### config.mk
export PLATFORM = sky130hd
export DESIGN_NAME = rpn_stack_evaluator_core
export DESIGN_NICKNAME = d
export VERILOG_FILES = /design/src/rpn_pkg.sv /design/src/rpn_ram.sv /design/src/rpn_alu.sv /design/src/rpn_stack_evaluator_core.sv
export SDC_FILE = /design/constraint.sdc
export NUM_CORES = 2
export LEC_CHECK = 0
export BUFFER_PORTS_ARGS = -buffer_cell sky130_fd_sc_hd__buf_2
export CORE_MARGIN = 5
export CORE_UTILIZATION = 39
export DETAILED_ROUTE_END_ITERATION = 12
export PLACE_DENSITY = 0.61
export SLEW_MARGIN = 20
export SYNTH_ARGS = -nofsm -noshare
export SYNTH_HDL_FRONTEND = slang
export SYNTH_SLANG_ARGS = --single-unit
export TNS_END_PERCENT = 100
### constraint.sdc
create_clock -name clk -period 6.48 [get_ports clk]
set_clock_uncertainty 0.2 [all_clocks]
set_input_delay 1.296 -clock clk [delete_from_list [all_inputs] [get_ports clk]]
set_output_delay 1.296 -clock clk [all_outputs]
set_load 0.01 [all_outputs]
### src/rpn_pkg.sv
`timescale 1ns / 1ps
// ============================================================================
// rpn_pkg
// Shared widths, token and status codes, and the request/response types of
// the iterative arithmetic unit.
// ============================================================================
package rpn_pkg;

    localparam int DATA_W      = 32;
    localparam int STACK_DEPTH = 32;
    localparam int CNT_W       = $clog2(STACK_DEPTH + 1);
    localparam int ADDR_W      = $clog2(STACK_DEPTH);
    localparam int STEP_W      = $clog2(DATA_W);
    localparam int MODE_W      = 3;
    localparam int STATUS_W    = 3;

    // token kinds
    localparam logic [MODE_W-1:0] MODE_NUM = 3'd0;
    localparam logic [MODE_W-1:0] MODE_ADD = 3'd1;
    localparam logic [MODE_W-1:0] MODE_SUB = 3'd2;
    localparam logic [MODE_W-1:0] MODE_MUL = 3'd3;
    localparam logic [MODE_W-1:0] MODE_DIV = 3'd4;

    // status codes
    localparam logic [STATUS_W-1:0] ST_OK   = 3'd0;
    localparam logic [STATUS_W-1:0] ST_FEW  = 3'd1;
    localparam logic [STATUS_W-1:0] ST_DIVZ = 3'd2;
    localparam logic [STATUS_W-1:0] ST_BAD  = 3'd3;
    localparam logic [STATUS_W-1:0] ST_OVF  = 3'd4;
    localparam logic [STATUS_W-1:0] ST_LEFT = 3'd5;

    typedef struct packed {
        logic              start;
        logic [MODE_W-1:0] op;
    } alu_req_t;

    typedef struct packed {
        logic              done;
        logic [DATA_W-1:0] result;
    } alu_rsp_t;

endpackage

### src/rpn_ram.sv
`timescale 1ns / 1ps
// ============================================================================
// rpn_ram
// Generic single-write, single-read RAM with registered read data.
// ============================================================================
module rpn_ram #(
    parameter int WIDTH = 32,
    parameter int DEPTH = 32
) (
    input  logic                     clk,
    input  logic                     wr_en,
    input  logic [$clog2(DEPTH)-1:0] wr_addr,
    input  logic [WIDTH-1:0]         wr_data,
    input  logic [$clog2(DEPTH)-1:0] rd_addr,
    output logic [WIDTH-1:0]         rd_data
);

    logic [WIDTH-1:0] mem [DEPTH];

    always_ff @(posedge clk)
    begin
        if (wr_en)
        begin
            mem[wr_addr] <= wr_data;
        end
        rd_data <= mem[rd_addr];
    end

endmodule

### src/rpn_alu.sv
`timescale 1ns / 1ps
// ============================================================================
// rpn_alu
// Iterative arithmetic unit: add/subtract straight away, multiply by
// shift-and-add and divide by restoring division, one bit per cycle.
// ============================================================================
module rpn_alu (
    input  logic                      clk,
    input  logic                      rst_n,
    input  rpn_pkg::alu_req_t         req,
    input  logic [rpn_pkg::DATA_W-1:0] a,
    input  logic [rpn_pkg::DATA_W-1:0] b,
    output rpn_pkg::alu_rsp_t         rsp
);
    import rpn_pkg::*;

    logic              busy_reg, busy_next;
    logic              done_reg, done_next;
    logic [STEP_W-1:0] cnt_reg, cnt_next;
    logic [MODE_W-1:0] op_reg, op_next;
    logic [DATA_W-1:0] acc_reg, acc_next;   // product / remainder
    logic [DATA_W-1:0] x_reg, x_next;       // multiplicand / quotient
    logic [DATA_W-1:0] y_reg, y_next;       // multiplier / divisor
    logic              neg_reg, neg_next;

    logic [DATA_W:0]   rem_sh;
    logic [DATA_W:0]   diff;
    logic [DATA_W-1:0] a_mag;
    logic [DATA_W-1:0] b_mag;

    assign a_mag  = a[DATA_W-1] ? (~a + 1'b1) : a;
    assign b_mag  = b[DATA_W-1] ? (~b + 1'b1) : b;
    assign rem_sh = {acc_reg, x_reg[DATA_W-1]};
    assign diff   = rem_sh - {1'b0, y_reg};

    always_comb
    begin
        busy_next = busy_reg;
        done_next = 1'b0;
        cnt_next  = cnt_reg;
        op_next   = op_reg;
        acc_next  = acc_reg;
        x_next    = x_reg;
        y_next    = y_reg;
        neg_next  = neg_reg;
        if (req.start)
        begin
            op_next  = req.op;
            cnt_next = '0;
            unique case (req.op)
                MODE_ADD:
                begin
                    acc_next  = a + b;
                    done_next = 1'b1;
                end
                MODE_SUB:
                begin
                    acc_next  = a - b;
                    done_next = 1'b1;
                end
                MODE_MUL:
                begin
                    acc_next  = '0;
                    x_next    = a;
                    y_next    = b;
                    busy_next = 1'b1;
                end
                MODE_DIV:
                begin
                    acc_next  = '0;
                    x_next    = a_mag;
                    y_next    = b_mag;
                    neg_next  = a[DATA_W-1] ^ b[DATA_W-1];
                    busy_next = 1'b1;
                end
                default:
                begin
                    acc_next  = '0;
                    done_next = 1'b1;
                end
            endcase
        end
        else if (busy_reg)
        begin
            if (op_reg == MODE_MUL)
            begin
                if (y_reg[0])
                begin
                    acc_next = acc_reg + x_reg;
                end
                x_next = {x_reg[DATA_W-2:0], 1'b0};
                y_next = {1'b0, y_reg[DATA_W-1:1]};
            end
            else
            begin
                // restoring step: shift in next dividend bit, try subtract
                if (!diff[DATA_W])
                begin
                    acc_next = diff[DATA_W-1:0];
                    x_next   = {x_reg[DATA_W-2:0], 1'b1};
                end
                else
                begin
                    acc_next = rem_sh[DATA_W-1:0];
                    x_next   = {x_reg[DATA_W-2:0], 1'b0};
                end
            end
            cnt_next = cnt_reg + 1'b1;
            if (cnt_reg == STEP_W'(DATA_W - 1))
            begin
                busy_next = 1'b0;
                done_next = 1'b1;
            end
        end
    end

    always_ff @(posedge clk or negedge rst_n)
    begin
        if (!rst_n)
        begin
            busy_reg <= 1'b0;
            done_reg <= 1'b0;
            cnt_reg  <= '0;
        end
        else
        begin
            busy_reg <= busy_next;
            done_reg <= done_next;
            cnt_reg  <= cnt_next;
        end
    end

    always_ff @(posedge clk)
    begin
        op_reg  <= op_next;
        acc_reg <= acc_next;
        x_reg   <= x_next;
        y_reg   <= y_next;
        neg_reg <= neg_next;
    end

    always_comb
    begin
        rsp.done = done_reg;
        if (op_reg == MODE_DIV)
        begin
            rsp.result = neg_reg ? (~x_reg + 1'b1) : x_reg;
        end
        else
        begin
            rsp.result = acc_reg;
        end
    end

endmodule

### src/rpn_stack_evaluator_core.sv
`timescale 1ns / 1ps
// ============================================================================
// rpn_stack_evaluator_core
// Postfix (reverse Polish) 32-bit integer expression evaluator.
// ============================================================================
// Tokens come in one per transfer on the slave stream, already classified by
// tuser (0 number, 1 add, 2 subtract, 3 multiply, 4 divide, anything else a
// bad token); tlast marks the last token of an expression. Numbers are pushed
// on an operand stack held in a RAM; an operator pops its right then left
// operand and pushes the result, wrapping at 32 bits, with division
// truncating toward zero. The first error is latched and later tokens are
// dropped. The last token produces one transfer on the master stream: the
// value in tdata (0 unless ok) and a status code in tuser (0 ok, 1 too few
// operands, 2 divide by zero, 3 bad token, 4 overflow, 5 leftover entries);
// the stack and error are then cleared. An operator reads its two operands
// from the RAM and then waits on the shared arithmetic unit, which works
// through multiply and divide one bit per cycle, and a last token then
// passes the end check and output load. The block takes one token at a
// time. Results wait in an output register, so the next token is accepted
// while a result is still pending on the master side.
// ============================================================================
module rpn_stack_evaluator_core (
    input  logic                          clk,
    input  logic                          rst_n,
    // slave stream: tokens
    input  logic                          s_axis_tvalid,
    output logic                          s_axis_tready,
    input  logic [rpn_pkg::DATA_W-1:0]    s_axis_tdata,   // [31:0] number_value
    input  logic                          s_axis_tlast,   // is_last
    input  logic [rpn_pkg::MODE_W-1:0]    s_axis_tuser,   // [2:0] mode
    // master stream: results
    output logic                          m_axis_tvalid,
    input  logic                          m_axis_tready,
    output logic [rpn_pkg::DATA_W-1:0]    m_axis_tdata,   // [31:0] result_value
    output logic [rpn_pkg::STATUS_W-1:0]  m_axis_tuser    // [2:0] status
);
    import rpn_pkg::*;

    typedef enum logic [5:0] {
        S_IDLE = 6'b000001,   // waiting for a token
        S_RDB  = 6'b000010,   // right operand on RAM output
        S_RDA  = 6'b000100,   // left operand on RAM output, start unit
        S_CALC = 6'b001000,   // wait for arithmetic unit
        S_END  = 6'b010000,   // read bottom entry for end check
        S_EMIT = 6'b100000    // load output register
    } state_t;

    state_t              state_reg, state_next;
    logic [CNT_W-1:0]    count_reg, count_next;
    logic [STATUS_W-1:0] err_reg, err_next;
    logic [MODE_W-1:0]   mode_reg, mode_next;
    logic                last_reg, last_next;
    logic [DATA_W-1:0]   b_reg, b_next;
    logic                out_valid_reg, out_valid_next;
    logic [DATA_W-1:0]   out_value_reg, out_value_next;
    logic [STATUS_W-1:0] out_status_reg, out_status_next;

    // RAM ports
    logic                ram_wr_en;
    logic [ADDR_W-1:0]   ram_wr_addr;
    logic [DATA_W-1:0]   ram_wr_data;
    logic [ADDR_W-1:0]   ram_rd_addr;
    logic [DATA_W-1:0]   ram_rd_data;

    alu_req_t            alu_req;
    alu_rsp_t            alu_rsp;

    logic                in_xfer;
    logic                out_free;
    logic [CNT_W-1:0]    cnt_m1;
    logic [CNT_W-1:0]    cnt_m2;
    logic [STATUS_W-1:0] end_status;
    state_t              after_tok;

    assign in_xfer  = s_axis_tvalid && s_axis_tready;
    assign out_free = !out_valid_reg || m_axis_tready;
    assign cnt_m1   = count_reg - 1'b1;
    assign cnt_m2   = count_reg - 2'd2;

    // where a token goes once it has been applied
    assign after_tok = last_reg ? S_END : S_IDLE;

    assign end_status = (err_reg != ST_OK) ? err_reg :
                        (count_reg == CNT_W'(1)) ? ST_OK : ST_LEFT;

    assign s_axis_tready = (state_reg == S_IDLE);

    assign m_axis_tvalid = out_valid_reg;
    assign m_axis_tdata  = out_value_reg;
    assign m_axis_tuser  = out_status_reg;

    always_comb
    begin
        state_next      = state_reg;
        count_next      = count_reg;
        err_next        = err_reg;
        mode_next       = mode_reg;
        last_next       = last_reg;
        b_next          = b_reg;
        out_value_next  = out_value_reg;
        out_status_next = out_status_reg;
        out_valid_next  = out_valid_reg && !m_axis_tready;
        ram_wr_en       = 1'b0;
        ram_wr_addr     = count_reg[ADDR_W-1:0];
        ram_wr_data     = s_axis_tdata;
        ram_rd_addr     = '0;
        alu_req.start   = 1'b0;
        alu_req.op      = mode_reg;

        unique case (state_reg)
            S_IDLE:
            begin
                ram_rd_addr = cnt_m1[ADDR_W-1:0];
                if (in_xfer)
                begin
                    mode_next  = s_axis_tuser;
                    last_next  = s_axis_tlast;
                    state_next = s_axis_tlast ? S_END : S_IDLE;
                    priority if (err_reg != ST_OK)
                    begin
                        // token dropped after an error
                    end
                    else if (s_axis_tuser == MODE_NUM)
                    begin
                        if (count_reg >= CNT_W'(STACK_DEPTH))
                        begin
                            err_next = ST_OVF;
                        end
                        else
                        begin
                            ram_wr_en  = 1'b1;
                            count_next = count_reg + 1'b1;
                        end
                    end
                    else if (s_axis_tuser > MODE_DIV)
                    begin
                        err_next = ST_BAD;
                    end
                    else if (count_reg < CNT_W'(2))
                    begin
                        err_next = ST_FEW;
                    end
                    else
                    begin
                        state_next = S_RDB;
                    end
                end
            end
            S_RDB:
            begin
                b_next      = ram_rd_data;
                ram_rd_addr = cnt_m2[ADDR_W-1:0];
                state_next  = S_RDA;
            end
            S_RDA:
            begin
                if (mode_reg == MODE_DIV && b_reg == '0)
                begin
                    err_next   = ST_DIVZ;
                    state_next = after_tok;
                end
                else
                begin
                    alu_req.start = 1'b1;
                    state_next    = S_CALC;
                end
            end
            S_CALC:
            begin
                if (alu_rsp.done)
                begin
                    ram_wr_en   = 1'b1;
                    ram_wr_addr = cnt_m2[ADDR_W-1:0];
                    ram_wr_data = alu_rsp.result;
                    count_next  = cnt_m1;
                    state_next  = after_tok;
                end
            end
            S_END:
            begin
                state_next = S_EMIT;
            end
            S_EMIT:
            begin
                if (out_free)
                begin
                    out_valid_next  = 1'b1;
                    out_status_next = end_status;
                    out_value_next  = (end_status == ST_OK) ? ram_rd_data : '0;
                    count_next      = '0;
                    err_next        = ST_OK;
                    state_next      = S_IDLE;
                end
            end
            default:
            begin
                state_next = S_IDLE;
            end
        endcase
    end

    always_ff @(posedge clk or negedge rst_n)
    begin
        if (!rst_n)
        begin
            state_reg     <= S_IDLE;
            count_reg     <= '0;
            err_reg       <= ST_OK;
            out_valid_reg <= 1'b0;
        end
        else
        begin
            state_reg     <= state_next;
            count_reg     <= count_next;
            err_reg       <= err_next;
            out_valid_reg <= out_valid_next;
        end
    end

    always_ff @(posedge clk)
    begin
        mode_reg       <= mode_next;
        last_reg       <= last_next;
        b_reg          <= b_next;
        out_value_reg  <= out_value_next;
        out_status_reg <= out_status_next;
    end

    rpn_ram #(
        .WIDTH (DATA_W),
        .DEPTH (STACK_DEPTH)
    ) u_stack (
        .clk     (clk),
        .wr_en   (ram_wr_en),
        .wr_addr (ram_wr_addr),
        .wr_data (ram_wr_data),
        .rd_addr (ram_rd_addr),
        .rd_data (ram_rd_data)
    );

    rpn_alu u_alu (
        .clk   (clk),
        .rst_n (rst_n),
        .req   (alu_req),
        .a     (ram_rd_data),
        .b     (b_reg),
        .rsp   (alu_rsp)
    );

endmodule

==> reports/results.txt <==
ANT cells: 0
Die Span Y: 394 um
Post-CTS Setup Bufs: 0
Syn Area/Cell: 12.2 um^2
RSZ-0062 raised after global routing: no
clock-pin slew on the worst setup and hold paths: 0.06 ns
IO Port Bufs: 76
minimum clock period: 5.41 ns
Final Util: 0.450
net count after synthesis: 4875
Final Setup Violations: 0
Ports: 77
Max Cap Violations: 0
cts repair resizes: 0
Worst setup SP type: register
CP Capture Type: register
Max H-tree Level: 4
Largest Register: u_stack.mem
kind of critical path: register to register
Synth Area in Compound Gates: 0.152
DR pass1 iterations: 5
Synth top area share: 0.625
Worst R2R Start: b_reg[0]$_DFFE_PN_
max-slew violations: 0
CTS sink cnt: 1250
placed insts: 6550
first-pass GRT wire length: 252000 um
count of different cell masters after synthesis: 72
synthesized-area fraction occupied by adder cells: 0.0241
Synth Area in Simple Gates: 0.118
Max Fanout on Critical Path: 5
die area: 155000 um^2
GRT Residual Overflow: 0
number of antenna violations at the first check in global routing: 4
fin worst setup slack: 1.07 ns
Num CTS Buffers: 135
gr usage total: 0.215
drt first-iter violations: 4220
ranking of synthesized cells by area: edfxtp_1 62%, nand2_1 5.2%, a211oi_1 4.8%
required time worst endpoint: 6.74 ns
critical path data arrival time: 5.67 ns
peak supply drop: 420 uV
post-synthesis async set-or-reset flop share: 0.0184
max FFs per register: 1024
Initial Utilization: 0.393
largest net degree at the start of global routing: 124
final wirelength: 172000 um
pwr dens: 470 nW/um^2
CTS root buffer: clkbuf_16
hpwl dp: 109000 um
Hold Path Class: register to register
number of global-route vias before repair: 37592
Leakage: 22.3 nW
Hold Fails Final Rpt: 0
nets@finish: 4923
Post-synth EDFFs: 1195
Fin Setup TNS: 0 ns
cts hold-fix bufs: 0
synthesized flop and latch total: 1250
core box area: 146000 um^2
xor/xnor share of the synthesized area: 0.0311
worst skew pair latency: 0.77 ns
crit share post-route: 0.835
Site Rows: 140
Fill cells: 13128
post-route ant nets: 0
Via density: 5.83
final routed DRC violation total: 0
vias: 39690
Worst Tran Pin Value: 1.17 ns
Seq/Total Area, Yosys: 0.646
CTS tree: done
Die X: 394 um
layout cells sized above 1: 0.104
Post-Synthesis Cells: 4726
Clock Tree Buf Depth: 3
mux contribution to synthesized area: 0.00508
pre-CTS WS: 1.14 ns
critical path launch point: b_reg[0]$_DFFE_PN_
warnings from Yosys: 0
largest family of logic cells by synthesized area: compound AO/OA/AOI/OAI gates
status: complete, no violations
Cell Count, Final, Fillers Out: 6803
area leader, netlist: edfxtp_1
Top FF cell, synth: edfxtp_1
Routability Congestion: 0.907
Post-Syn Area: 57400 um^2
commonest non-fill, non-tap cell in the layout: edfxtp_1
max_slew headroom: 0.214
P&R area growth vs syn: 14.4%
routed len/inst: 25.3 um
f_max: 185 MHz
flop-to-flop setup slack: 1.07 ns
most frequent cells in the layout: 1195 x edfxtp_1, 793 x nand2_1, 363 x a211oi_1
Hold Crit Start: err_reg[1]$_DFFE_PN0P_
-- final timing paths --
| check | to | cells after the start |
|---|---|---|
| max | u_alu.acc_reg[27]$_DFFE_PP_ | 19 |
| min | m_axis_tuser[1]$_DFFE_PP_ | 0 |
| max reg2reg | u_alu.acc_reg[27]$_DFFE_PP_ | 19 |
| min reg2reg | m_axis_tuser[1]$_DFFE_PP_ | 0 |
| max in group asynchronous | state_reg[3]$_DFFE_PN0P_ | 1 |
| min in group asynchronous | err_reg[2]$_DFFE_PN0P_ | 1 |
-- kinds of logic after synthesis --
| logic type | Yosys count |
|---|---|
| adders and majority gates | 109 |
| buffers and inverters | 369 |
| DFF | 1250 |
| AOI/OAI and AO/OA | 1297 |
| xor gates and xnor gates | 204 |
| and+or+nand+nor | 1468 |
| muxes | 29 |
-- cells in the mapped netlist, drive strengths merged (4+ instances only) --
library cell  number
o211ai            14
and3              48
ha               106
or2                8
dfrtp             22
o31ai             22
a21oi            215
mux2i             28
nor4              15
o2111ai            4
nor2b             13
and2             265
nand2            797
a211oi           364
or4               16
xor2             114
nand4             12
o21ai            232
o21a              15
o21bai            11
dfxtp             32
nand3             31
nor2             172
inv               63
o22ai              7
a31o               4
a311oi           129
o41ai              9
a2111o             4
a21o              65
buf               21
edfxtp          1195
a221oi             4
a31oi            138
or3               24
a22oi             20
clkbuf           285
a221o              4
o221ai             9
nand2b            23
xnor2             90
nor3              30
-- worst max-delay path: stages (launching register included) --
cell	delay [ns]
edfxtp_1	0.45
inv_1	0.09
ha_1	0.19
nand2_1	0.12
nor3_1	0.51
nand2_1	0.20
or4_1	0.46
nand2_1	0.11
xor2_1	0.20
ha_1	0.32
o211ai_1	0.11
nor2_1	0.09
a221oi_1	0.23
o21ai_0	0.29
a2111o_1	0.54
a21oi_1	0.22
a21oi_1	0.16
a221oi_1	0.32
xor2_1	0.20
o22ai_1	0.11
-- power by group --
| part | internal [mW] | switching [mW] | total, mW |
|---|---|---|---|
| Sequential | 9.18 | 0.456 | 9.63 |
| Clock | 4.48 | 3.28 | 7.76 |
| Combinational | 4.34 | 9.16 | 13.5 |
-- layout make-up --
| cell class | instances | area [um^2] | share of cell area |
|---|---|---|---|
| clock buffer | 178 | 3680 | 0.0560 |
| clock inverter | 71 | 776 | 0.0118 |
| inverter | 63 | 236 | 0.00360 |
| multi-input combinational | 3107 | 19600 | 0.298 |
| sequential | 1250 | 37100 | 0.565 |
| tap | 1917 | 2400 | 0.0365 |
| timing repair buffer | 217 | 1900 | 0.0290 |
-- metal layers --
metal / global-route usage / wire [um]
met3: 0.0357 / 13300
met4: 0.0748 / 5620
met1: 0.304 / 74600
met2: 0.336 / 78400
met5: 0 / 0
-- per-stage QoR --
| step | total power [mW] | hold slack (ns) | area (um^2) |
|---|---|---|---|
| 2_1_floorplan | 18.1 | 0.256 | 57400 |
| 3_3_place_gp | 23.0 | 0.292 | 61100 |
| 3_5_place_dp | 23.1 | 0.289 | 61100 |
| 4_1_cts | 30.9 | 0.294 | 65600 |
| 5_1_grt | 32.4 | 0.321 | 65700 |
| 6_report | 30.9 | 0.299 | 65700 |
Note: power is estimated with default switching activity, not from simulation.
